--- src/sv/csat_pkg.sv ---
`default_nettype none
// ----------------------------------------------------------------------------
// csat_pkg
// Shared constants, types and saturation helper for the face SAT test block.
// ----------------------------------------------------------------------------
package csat_pkg;

  localparam int MAX_VERTICES  = 64;
  localparam int MAX_PLANES    = 64;
  localparam int FRACTION_BITS = 16;

  localparam int VI_W  = $clog2(MAX_VERTICES);
  localparam int PI_W  = $clog2(MAX_PLANES);
  localparam int VCW   = VI_W + 1;
  localparam int PCW   = PI_W + 1;
  localparam int SH_W  = 64 - FRACTION_BITS;
  localparam int ACC_W = SH_W + 2;

  localparam logic [2:0] F_OWN_V   = 3'd0;
  localparam logic [2:0] F_OTHER_V = 3'd1;
  localparam logic [2:0] F_OWN_P   = 3'd2;
  localparam logic [2:0] F_OTHER_P = 3'd3;
  localparam logic [2:0] F_QUERY   = 3'd4;

  localparam logic signed [31:0] INT_MAX = 32'sh7fffffff;
  localparam logic signed [31:0] INT_MIN = 32'sh80000000;

  typedef logic signed [ACC_W:0] wide_t;

  typedef struct packed {
    logic signed [31:0] off_x;
    logic signed [31:0] off_y;
    logic signed [31:0] off_z;
    logic [VCW-1:0]     own_nv;
    logic [VCW-1:0]     other_nv;
    logic [PCW-1:0]     own_np;
    logic [PCW-1:0]     other_np;
  } query_t;

  function automatic logic signed [31:0] sat32(input wide_t v);
    if (v > wide_t'(INT_MAX)) return INT_MAX;
    if (v < wide_t'(INT_MIN)) return INT_MIN;
    return v[31:0];
  endfunction

endpackage
`default_nettype wire

--- src/sv/csat_core.sv ---
`default_nettype none
// ----------------------------------------------------------------------------
// csat_core
// Query sequencer: walks faces and vertices from the stores through one
// shared multiplier, tracks the best face and builds the result.
// ----------------------------------------------------------------------------
module csat_core (
  input  wire logic                          clk,
  input  wire logic                          rst_n,
  input  wire logic                          start,
  input  wire csat_pkg::query_t              query,
  output logic                               busy,
  output logic [csat_pkg::PI_W:0]            plane_raddr,
  input  wire logic [127:0]                  plane_rdata,
  output logic [csat_pkg::VI_W:0]            vert_raddr,
  input  wire logic [95:0]                   vert_rdata,
  output logic                               out_valid,
  input  wire logic                          out_ready,
  output logic                               out_collided,
  output logic signed [31:0]                 out_push_x,
  output logic signed [31:0]                 out_push_y,
  output logic signed [31:0]                 out_push_z,
  output logic signed [31:0]                 out_contact_x,
  output logic signed [31:0]                 out_contact_y,
  output logic signed [31:0]                 out_contact_z,
  output logic signed [31:0]                 out_normal_x,
  output logic signed [31:0]                 out_normal_y,
  output logic signed [31:0]                 out_normal_z
);

  localparam logic [3:0] S_IDLE  = 4'd0;
  localparam logic [3:0] S_PLOOP = 4'd1;
  localparam logic [3:0] S_PDOT  = 4'd2;
  localparam logic [3:0] S_PFACE = 4'd3;
  localparam logic [3:0] S_VLOOP = 4'd4;
  localparam logic [3:0] S_VDOT  = 4'd5;
  localparam logic [3:0] S_VCMP  = 4'd6;
  localparam logic [3:0] S_FEND  = 4'd7;
  localparam logic [3:0] S_UPD   = 4'd8;
  localparam logic [3:0] S_FINAL = 4'd9;

  localparam logic [2:0] LAST_STEP = 3'd5;

  logic [3:0]                    state_r;
  logic [2:0]                    step_r;
  logic                          phase_r;
  logic [csat_pkg::PCW-1:0]      k_r;
  logic [csat_pkg::VCW-1:0]      i_r;
  csat_pkg::query_t              q_r;
  logic                          out_valid_r;
  logic                          best_valid_r;
  logic signed [31:0]            best_depth_r;
  logic signed [31:0]            bnorm_r [3];
  logic signed [31:0]            point_r [3];
  logic signed [31:0]            cp_r [3];
  logic signed [31:0]            corr_r;
  logic signed [csat_pkg::ACC_W-1:0] acc_r;
  logic signed [63:0]            prod_r;

  logic signed [31:0]            o_push_r [3];
  logic signed [31:0]            o_cont_r [3];
  logic signed [31:0]            o_norm_r [3];
  logic                          o_coll_r;

  logic [1:0]                    comp;
  logic signed [31:0]            pl [3];
  logic signed [31:0]            pd;
  logic signed [31:0]            vt [3];
  logic signed [31:0]            off [3];
  logic signed [31:0]            mul_a;
  logic signed [31:0]            mul_b;
  logic signed [csat_pkg::SH_W-1:0] shifted;
  logic signed [csat_pkg::ACC_W-1:0] acc_sum;
  logic [csat_pkg::PCW-1:0]      np;
  logic [csat_pkg::VCW-1:0]      nv;
  logic signed [31:0]            nd;
  logic signed [32:0]            neg_corr;
  logic signed [31:0]            depth;
  logic signed [31:0]            half;
  logic                          facing;

  assign comp = step_r[2:1];
  assign pl[0] = plane_rdata[31:0];
  assign pl[1] = plane_rdata[63:32];
  assign pl[2] = plane_rdata[95:64];
  assign pd    = plane_rdata[127:96];
  assign vt[0] = vert_rdata[31:0];
  assign vt[1] = vert_rdata[63:32];
  assign vt[2] = vert_rdata[95:64];
  assign off[0] = q_r.off_x;
  assign off[1] = q_r.off_y;
  assign off[2] = q_r.off_z;

  assign plane_raddr = {~phase_r, k_r[csat_pkg::PI_W-1:0]};
  assign vert_raddr  = {phase_r, i_r[csat_pkg::VI_W-1:0]};

  assign np = phase_r ? q_r.own_np : q_r.other_np;
  assign nv = phase_r ? q_r.other_nv : q_r.own_nv;

  assign shifted = prod_r[63:csat_pkg::FRACTION_BITS];
  assign acc_sum = ((step_r == 3'd1) ? '0 : acc_r) + csat_pkg::ACC_W'(shifted);
  assign nd = csat_pkg::sat32(csat_pkg::wide_t'(acc_r) + csat_pkg::wide_t'(pd));
  assign neg_corr = -(33'(corr_r));
  assign depth = (corr_r == csat_pkg::INT_MIN) ? csat_pkg::INT_MAX : neg_corr[31:0];
  assign half = best_depth_r >>> 1;
  assign facing = phase_r ? (acc_r > 0) : (acc_r < 0);

  always_comb begin
    mul_a = pl[comp];
    mul_b = off[comp];
    case (state_r)
      S_VDOT: begin
        mul_a = vt[comp];
        mul_b = pl[comp];
      end
      S_UPD: begin
        mul_a = pl[comp];
        mul_b = half;
      end
      S_FINAL: begin
        mul_a = bnorm_r[comp];
        mul_b = best_depth_r;
      end
      default: begin
        mul_a = pl[comp];
        mul_b = off[comp];
      end
    endcase
  end

  always_ff @(posedge clk) begin
    prod_r <= mul_a * mul_b;
    if (!rst_n) begin
      state_r      <= S_IDLE;
      step_r       <= '0;
      phase_r      <= 1'b0;
      k_r          <= '0;
      i_r          <= '0;
      out_valid_r  <= 1'b0;
      best_valid_r <= 1'b0;
    end else begin
      if (out_valid_r && out_ready) begin
        out_valid_r <= 1'b0;
      end
      unique case (state_r)
        S_IDLE: begin
          if (start) begin
            q_r          <= query;
            phase_r      <= 1'b0;
            k_r          <= '0;
            best_valid_r <= 1'b0;
            state_r      <= S_PLOOP;
          end
        end
        S_PLOOP: begin
          step_r <= '0;
          if (k_r == np) begin
            k_r <= '0;
            if (phase_r) begin
              state_r <= S_FINAL;
            end else begin
              phase_r <= 1'b1;
            end
          end else begin
            state_r <= S_PDOT;
          end
        end
        S_PDOT, S_VDOT: begin
          if (step_r[0]) begin
            acc_r <= acc_sum;
          end
          step_r <= step_r + 3'd1;
          if (step_r == LAST_STEP) begin
            state_r <= (state_r == S_PDOT) ? S_PFACE : S_VCMP;
          end
        end
        S_PFACE: begin
          if (facing) begin
            corr_r  <= csat_pkg::INT_MAX;
            i_r     <= '0;
            state_r <= S_VLOOP;
          end else begin
            k_r     <= k_r + 1'b1;
            state_r <= S_PLOOP;
          end
        end
        S_VLOOP: begin
          step_r  <= '0;
          state_r <= (i_r == nv) ? S_FEND : S_VDOT;
        end
        S_VCMP: begin
          if (nd < corr_r) begin
            corr_r <= nd;
            cp_r   <= vt;
          end
          i_r     <= i_r + 1'b1;
          state_r <= S_VLOOP;
        end
        S_FEND: begin
          step_r <= '0;
          if (corr_r >= 0) begin
            o_coll_r    <= 1'b0;
            o_push_r    <= '{default: '0};
            o_cont_r    <= '{default: '0};
            o_norm_r    <= '{default: '0};
            out_valid_r <= 1'b1;
            state_r     <= S_IDLE;
          end else if (best_valid_r && !(depth < best_depth_r)) begin
            k_r     <= k_r + 1'b1;
            state_r <= S_PLOOP;
          end else begin
            best_valid_r <= 1'b1;
            best_depth_r <= depth;
            for (int j = 0; j < 3; j++) begin
              bnorm_r[j] <= phase_r ?
                csat_pkg::sat32(-csat_pkg::wide_t'(pl[j])) : pl[j];
            end
            state_r <= S_UPD;
          end
        end
        S_UPD: begin
          if (step_r[0]) begin
            point_r[comp] <= csat_pkg::sat32(csat_pkg::wide_t'(cp_r[comp]) +
                                             csat_pkg::wide_t'(shifted));
          end
          step_r <= step_r + 3'd1;
          if (step_r == LAST_STEP) begin
            k_r     <= k_r + 1'b1;
            state_r <= S_PLOOP;
          end
        end
        S_FINAL: begin
          if (!best_valid_r) begin
            o_coll_r    <= 1'b1;
            o_push_r    <= '{default: '0};
            o_cont_r    <= '{default: '0};
            o_norm_r    <= '{default: '0};
            out_valid_r <= 1'b1;
            state_r     <= S_IDLE;
          end else begin
            if (step_r[0]) begin
              o_push_r[comp] <= csat_pkg::sat32(csat_pkg::wide_t'(shifted));
            end
            step_r <= step_r + 3'd1;
            if (step_r == LAST_STEP) begin
              o_coll_r    <= 1'b1;
              o_cont_r    <= point_r;
              o_norm_r    <= bnorm_r;
              out_valid_r <= 1'b1;
              state_r     <= S_IDLE;
            end
          end
        end
        default: state_r <= S_IDLE;
      endcase
    end
  end

  assign busy          = (state_r != S_IDLE);
  assign out_valid     = out_valid_r;
  assign out_collided  = o_coll_r;
  assign out_push_x    = o_push_r[0];
  assign out_push_y    = o_push_r[1];
  assign out_push_z    = o_push_r[2];
  assign out_contact_x = o_cont_r[0];
  assign out_contact_y = o_cont_r[1];
  assign out_contact_z = o_cont_r[2];
  assign out_normal_x  = o_norm_r[0];
  assign out_normal_y  = o_norm_r[1];
  assign out_normal_z  = o_norm_r[2];

  a_start_idle: assert property (@(posedge clk) disable iff (!rst_n)
    start |-> (state_r == S_IDLE && !out_valid_r))
    else $error("query started while busy or result pending");
  a_vdot_range: assert property (@(posedge clk) disable iff (!rst_n)
    (state_r == S_VDOT) |-> (i_r < nv))
    else $error("vertex index past count");
  a_upd_best: assert property (@(posedge clk) disable iff (!rst_n)
    (state_r == S_UPD) |-> best_valid_r)
    else $error("best update without valid best");
  a_vcmp_step: assert property (@(posedge clk) disable iff (!rst_n)
    (state_r == S_VCMP) |=> (i_r == $past(i_r) + 1'b1))
    else $error("vertex index did not advance");

endmodule
`default_nettype wire

--- config.mk ---
export PLATFORM = sky130hd
export DESIGN_NAME = csat_core
export DESIGN_NICKNAME = d
export VERILOG_FILES = /design/src/sv/csat_pkg.sv /design/src/sv/csat_core.sv
export SDC_FILE = /design/constraint.sdc
export NUM_CORES = 2
export LEC_CHECK = 0
export BUFFER_PORTS_ARGS = -buffer_cell sky130_fd_sc_hd__buf_2
export CELL_PAD_IN_SITES_DETAIL_PLACEMENT = 0
export CELL_PAD_IN_SITES_GLOBAL_PLACEMENT = 1
export CORE_ASPECT_RATIO = 1.4
export CORE_MARGIN = 1
export CORE_UTILIZATION = 44
export DETAILED_ROUTE_END_ITERATION = 12
export PLACE_DENSITY_LB_ADDON = 0.1
export SLEW_MARGIN = 20
export SYNTH_ARGS = -nofsm -noshare
export SYNTH_HDL_FRONTEND = slang
export SYNTH_SLANG_ARGS = --single-unit
--- constraint.sdc ---
create_clock -name clk -period 15.6 [get_ports clk]
set_clock_uncertainty 0.05 [all_clocks]
set_input_delay 1.56 -clock clk [delete_from_list [all_inputs] [get_ports clk]]
set_output_delay 1.56 -clock clk [all_outputs]
set_load 0.05 [all_outputs]
; After elaboration in Yosys (flattened, before gate mapping)
; Cells that the tools add are included.
[word_totals]
word_cells = 297
out_inout_bits = 305
inputBits = 352
register_bits = 903
[op_classes]
mux = 168
n_eq_ne = 29
n_reduce_logical = 29
add_sub_neg = 10
bitwise = 4
multipliers = 1
n_lt_le_gt_ge = 19
[ops]
columns = op, count
row1 = $mux 32, 48
row2 = $mux 96, 7
row3 = $pmux 96 s2, 3
row4 = $bmux 32 s2, 5
row5 = $gt 51x32->1 const B, 4
row6 = $lt 51x32->1 const B, 4
row7 = $bwmux 96, 2
row8 = $neg 32->51, 3
row9 = $pmux 32 s2, 2
row10 = $pmux 32 s3, 1
row11 = $mux 1, 68
row12 = $demux 32 s2, 1
row13 = $lt 32x32->1, 2
row14 = $mul 32x32->64, 1
row15 = $mux 7, 9
row16 = $add 50x32->51, 1
row17 = $add 50x50->50, 1
row18 = $gt 50x1->1 const B, 1
row19 = $lt 50x1->1 const B, 1
row20 = $mux 50, 1
row21 = $add 32x48->49, 1
row22 = $gt 49x32->1 const B, 1
row23 = $lt 49x32->1 const B, 1
row24 = $gt 48x32->1 const B, 1
row25 = 41 further kinds, 91

; Longest topological paths before layout
[depth]
depth_word = 21
ltp_mapped = 41
ltp_nobuf = 35

; Worst setup path after synthesis
; Ideal clock, no wire load.
[synth_path]
kind = reg-to-reg
start = register corr_r[3]
end = register best_depth_r[0] (enable)
t_arrival_ps = 16015
setup_slack_ps = -1394
path_buffers = 0
stages_incl_launch_ff = 18
path_cell_list = edfxtp_1 or4_4 or4_4 nor4_4 nand3_1 or3_1 nor3_1 a21oi_1 ha_1 a21o_1 a21oi_1 nor2b_1 o21ai_0 o211ai_1 a21oi_1 mux2i_1 nor2_1 nor4_1
[synth_via]
elab_chain_len = 7
elab_cells_between_ends = 10
classes_between = 1 x add/sub / 2 x order compare / 1 x eq/ne / 1 x mux / 2 x bitwise / 3 x reduce/logical
[synth_lines]
columns = element, line
row1 = from (decl), csat_core.sv:56  ; logic signed [31:0] corr_r;
row2 = from (signal assigned), csat_core.sv:179  ; corr_r <= csat_pkg::INT_MAX;
row3 = from (signal assigned), csat_core.sv:193  ; corr_r <= nd;
row4 = $neg 32->32 or $eq 32x32->1 (tied branches), "csat_core.sv:103, csat_core.sv:104"
row5 = $mux 32 *, csat_core.sv:104  ; assign depth = (corr_r == csat_pkg::INT_MIN) ? csat_pkg::INT_MAX : neg_corr[31:0];
row6 = via depth[26], csat_core.sv:78  ; logic signed [31:0] depth;
row7 = $lt 32x32->1 *, csat_core.sv:208  ; end else if (best_valid_r && !(depth < best_depth_r)) begin
row8 = $logic_not 1->1 *, csat_core.sv:208
row9 = $logic_and 1x1->1 *, csat_core.sv:208
row10 = $not 1->1 (no source line) *, -
row11 = $reduce_and 4->1 (no source line) *, -
row12 = to (signal assigned), csat_core.sv:213  ; best_depth_r <= depth;
row13 = to (decl), csat_core.sv:52  ; logic signed [31:0] best_depth_r;
; Mark *: on every way through the listed nets, which the timed path passes. The rest lies on a longest branch.
; A chain may end at the register's enable or synchronous reset.

; Worst setup path in the final report
[layout_path]
start = register state_r[2]
end = register prod_r[58]
[layout_via]
elab_chain_len = 3
elab_cells_between_ends = 6
classes_between = 1 x mul / 3 x eq/ne / 2 x mux
[layout_lines]
columns = element, line
row1 = from (decl), csat_core.sv:44  ; logic [3:0] state_r;
row2 = from (signal assigned), csat_core.sv:174  ; state_r <= (state_r == S_PDOT) ? S_PFACE : S_VCMP;
row3 = from (signal assigned), csat_core.sv:189  ; state_r <= (i_r == nv) ? S_FEND : S_VDOT;
row4 = $eq 4x4->1 or $eq 4x3->1 (tied branches), csat_core.sv:111  ; case (state_r)
row5 = $pmux 32 s3 or $pmux 32 s2 (tied branches), csat_core.sv:111
row6 = $mul 32x32->64 *, csat_core.sv:132  ; prod_r <= mul_a * mul_b;
row7 = to (signal assigned), csat_core.sv:132
row8 = to (decl), csat_core.sv:58  ; logic signed [63:0] prod_r;
; Every way passes the cells marked *; elsewhere a longest branch is shown, timed or not.

==> summary.md <==
| Metric | Value |
|---|---|
| Status | `finished, final reports clean` |
| Root Buffer | `clkbuf_16` |
| Worst Max-Slew Pin Slew | `~1.3 ns` |
| H-tree depth | `3` |
| Final worst path period share | `0.835` |
| Top_reg_cell synth | `edfxtp_1` |
| Area of the core | `about 190000 sq um` |
| Largest net degree at the start of global routing | `roughly 170` |
| Critical path class | `reg -> reg` |
| Critical path's largest stage delay | `0.98 ns` |
| Max-cap viol count | `0` |
| Flops & latches, synth | `roughly 890` |
| FFs w/ async S/R, synth | `0` |
| Die footprint | `a little under 200000 sq um` |
| Starting Density | `0.443` |
| Number of routed nets with antenna violations | `0` |
| Detail Placement HPWL | `between 200000 and 300000 um` |
| Count leader, synth | `inv_1` |
| Tot GR Track Use | `0.376` |
| CP max stage cell | `a21oi_1` |
| Peak Freq | `between 0.07 and 0.08 GHz` |
| CP endpoint kind | `flop` |
| Top cell type's share of synthesized area | `0.286` |
| I/O pin count | `approximately 660` |
| Ranking of synthesized cells by area | `edfxtp_1 (29%), fa_1 (25%), ha_1 (5.8%)` |
| Initial DRC Count | `6574` |
| Yosys top cell by area | `edfxtp_1` |
| Worst-skew pair later-pin latency | `slightly above 0.8 ns` |
| TritonCTS buffer count | `just under 100` |
| GP Congestion | `~1.0` |
| Number of enable flip-flop cells after synthesis | `approximately 800` |
| RSZ-0062 raised after global routing | `no` |
| Share of cells above drive strength 1 | `0.118` |
| Initial antenna violation count | `89` |
| Net count after synthesis | `between 10000 and 15000` |
| Tmin final | `13.03 ns` |
| Required time worst endpoint | `16.17 ns` |
| Post-Synthesis Cell Area | `about 86000 sq um` |
| Vias in the first global route | `approximately 71000` |
| Rel. slew slack | `0.149` |
| Clock sink total | `887` |
| Final WL | `369000 um` |
| Most frequent CP cell | `fa_1` |
| Rows | `roughly 190` |
| Post-layout net count | `between 10000 and 15000` |
| Post-cts resize count | `0` |
| Initial DRT Pass Iterations | `7` |
| Area growth syn-to-layout | `11.8%` |
| DR vias | `~70000` |
| Worst Hold Class | `reg -> reg` |
| Hold Buf Count CTS | `0` |
| Remaining Overflow, GRT | `0` |
| CTS tree | `built` |
| Syn Area/Cell | `between 9 and 10 sq um` |
| Hold Vio Cnt, Final | `0` |
| Commonest cells post-synth | `inv_1 (1318), fa_1 (1084), nand2_1 (1060), nor2_1 (862), edfxtp_1 (815)` |
| Die Y | `approximately 520 um` |
| Post-CTS setup buffer count | `0` |
| Yosys Warn Count | `0` |
| First-pass GRT wire length | `between 500000 and 600000 um` |
| Netlist cell types | `a little under 100` |
| Max Root-Sink Buffers | `3` |
| Buffers on Ports | `656` |
| Final setup violation count | `0` |
| Chip width | `375 um` |
| Routed wirelength normalized by instance count | `just over 30 um` |
| Mapped Cells | `around 9000` |
| Fin. max-slew vios | `0` |
| Setup TNS | `0 ns` |
| Crit start category | `flop` |
| Crit Path Max Fanout | `55` |
| Worst Path Arrival | `13.60 ns` |
| Drt via density | `between 5 and 6` |
| Clock Pin Slew Worst Setup and Hold Paths | `approximately 0.070 ns` |
| Residual DRC | `0` |
| Register area share after synthesis | `0.303` |
[cell type report]
type / count / area, sq um
clock inverters: 66 / 876
diodes: 61 / 153
flip-flops and latches: 887 / 25900
multi-input cells: 6204 / 53300
well taps: 2509 / 3140
repair buffers: 828 / 4700
inverters: 1319 / 4960
clock buffers: 116 / 2670
fillers: 18400 / 97600
[critical path: cells and delay by family (launching register included)]
family                     cells  cell delay (ns)
adders and majority gates      9             4.95
AOI/OAI and AO/OA             10             3.82
buffers and inverters         10             2.03
DFF                            1             0.76
and+or+nand+nor                6             1.17
[metal layers]
| metal | wire (um) | up-vias | GRT usage | part of all wire |
|---|---|---|---|---|
| met1 | 135000 | 35400 | 0.441 | 0.37 |
| li1 | - | 30300 | - | - |
| met4 | 29500 | 26 | 0.264 | 0.080 |
| met2 | 173000 | 3390 | 0.611 | 0.47 |
| met3 | 31100 | 972 | 0.0856 | 0.084 |
| met5 | 160 | - | 0 | 0.00043 |
[per-stage QoR]
stage               utilization  hold WS, ns  cells  worst slack, ns  area, sq um
floorplan                     -        0.414   8895             3.94        85600
global placement          0.475        0.442  11700             2.81        91900
finish                    0.495        0.479  12000             2.57        95700
detailed placement        0.475        0.471  11700             2.74        91900
global route              0.495        0.493  12000             1.97        95700
CTS                       0.494        0.477  11900             2.97        95500
[sequential cells by signal, indices dropped and copies added (netlist names), 48 cells and up]
register  cells
bnorm_r      96
cp_r         96
off          96
point_r      96
acc_r        50
prod_r       48
[worst paths after layout]
path	end	depth (start not counted)	slack [ns]	from
min	k_r[6]	2	0.48	k_r[6]
min reg2reg	k_r[6]	2	0.48	k_r[6]
max reg2reg	prod_r[58]	35	2.57	state_r[2]
max	prod_r[58]	35	2.57	state_r[2]
[layout by cell type, fill, tap and decap left out, types with 97 or more instances in the layout]
cell type  instances
a211oi_1         114
a21o_1           117
a21oi_1          299
and3_1           234
buf_2            656
buf_4            162
clkbuf_16        104
edfxtp_1         815
fa_1            1084
ha_1             400
inv_1           1316
mux2i_1          200
nand2_1         1058
nand2b_1          97
nand3_1          123
nor2_1           855
nor3_1           117
o21ai_0          357
xnor2_1          173
[cells by family (layout without fill, tap and decap cells)]
kind of cell,Yosys count,after routing,synth area share
buffers and inverters,1804,2329,0.0803
XOR/XNOR,243,243,0.0249
other,0,61,0
AND/OR/NAND/NOR,2933,2933,0.157
multiplexers,208,208,0.0244
flip-flops,887,887,0.303
adder cells (fa/ha/maj),1484,1484,0.312
AO/OA/AOI/OAI,1336,1336,0.0985
Power is not shown: default switching activity piles up to over one toggle a cycle in this logic, so the estimate is an artifact.
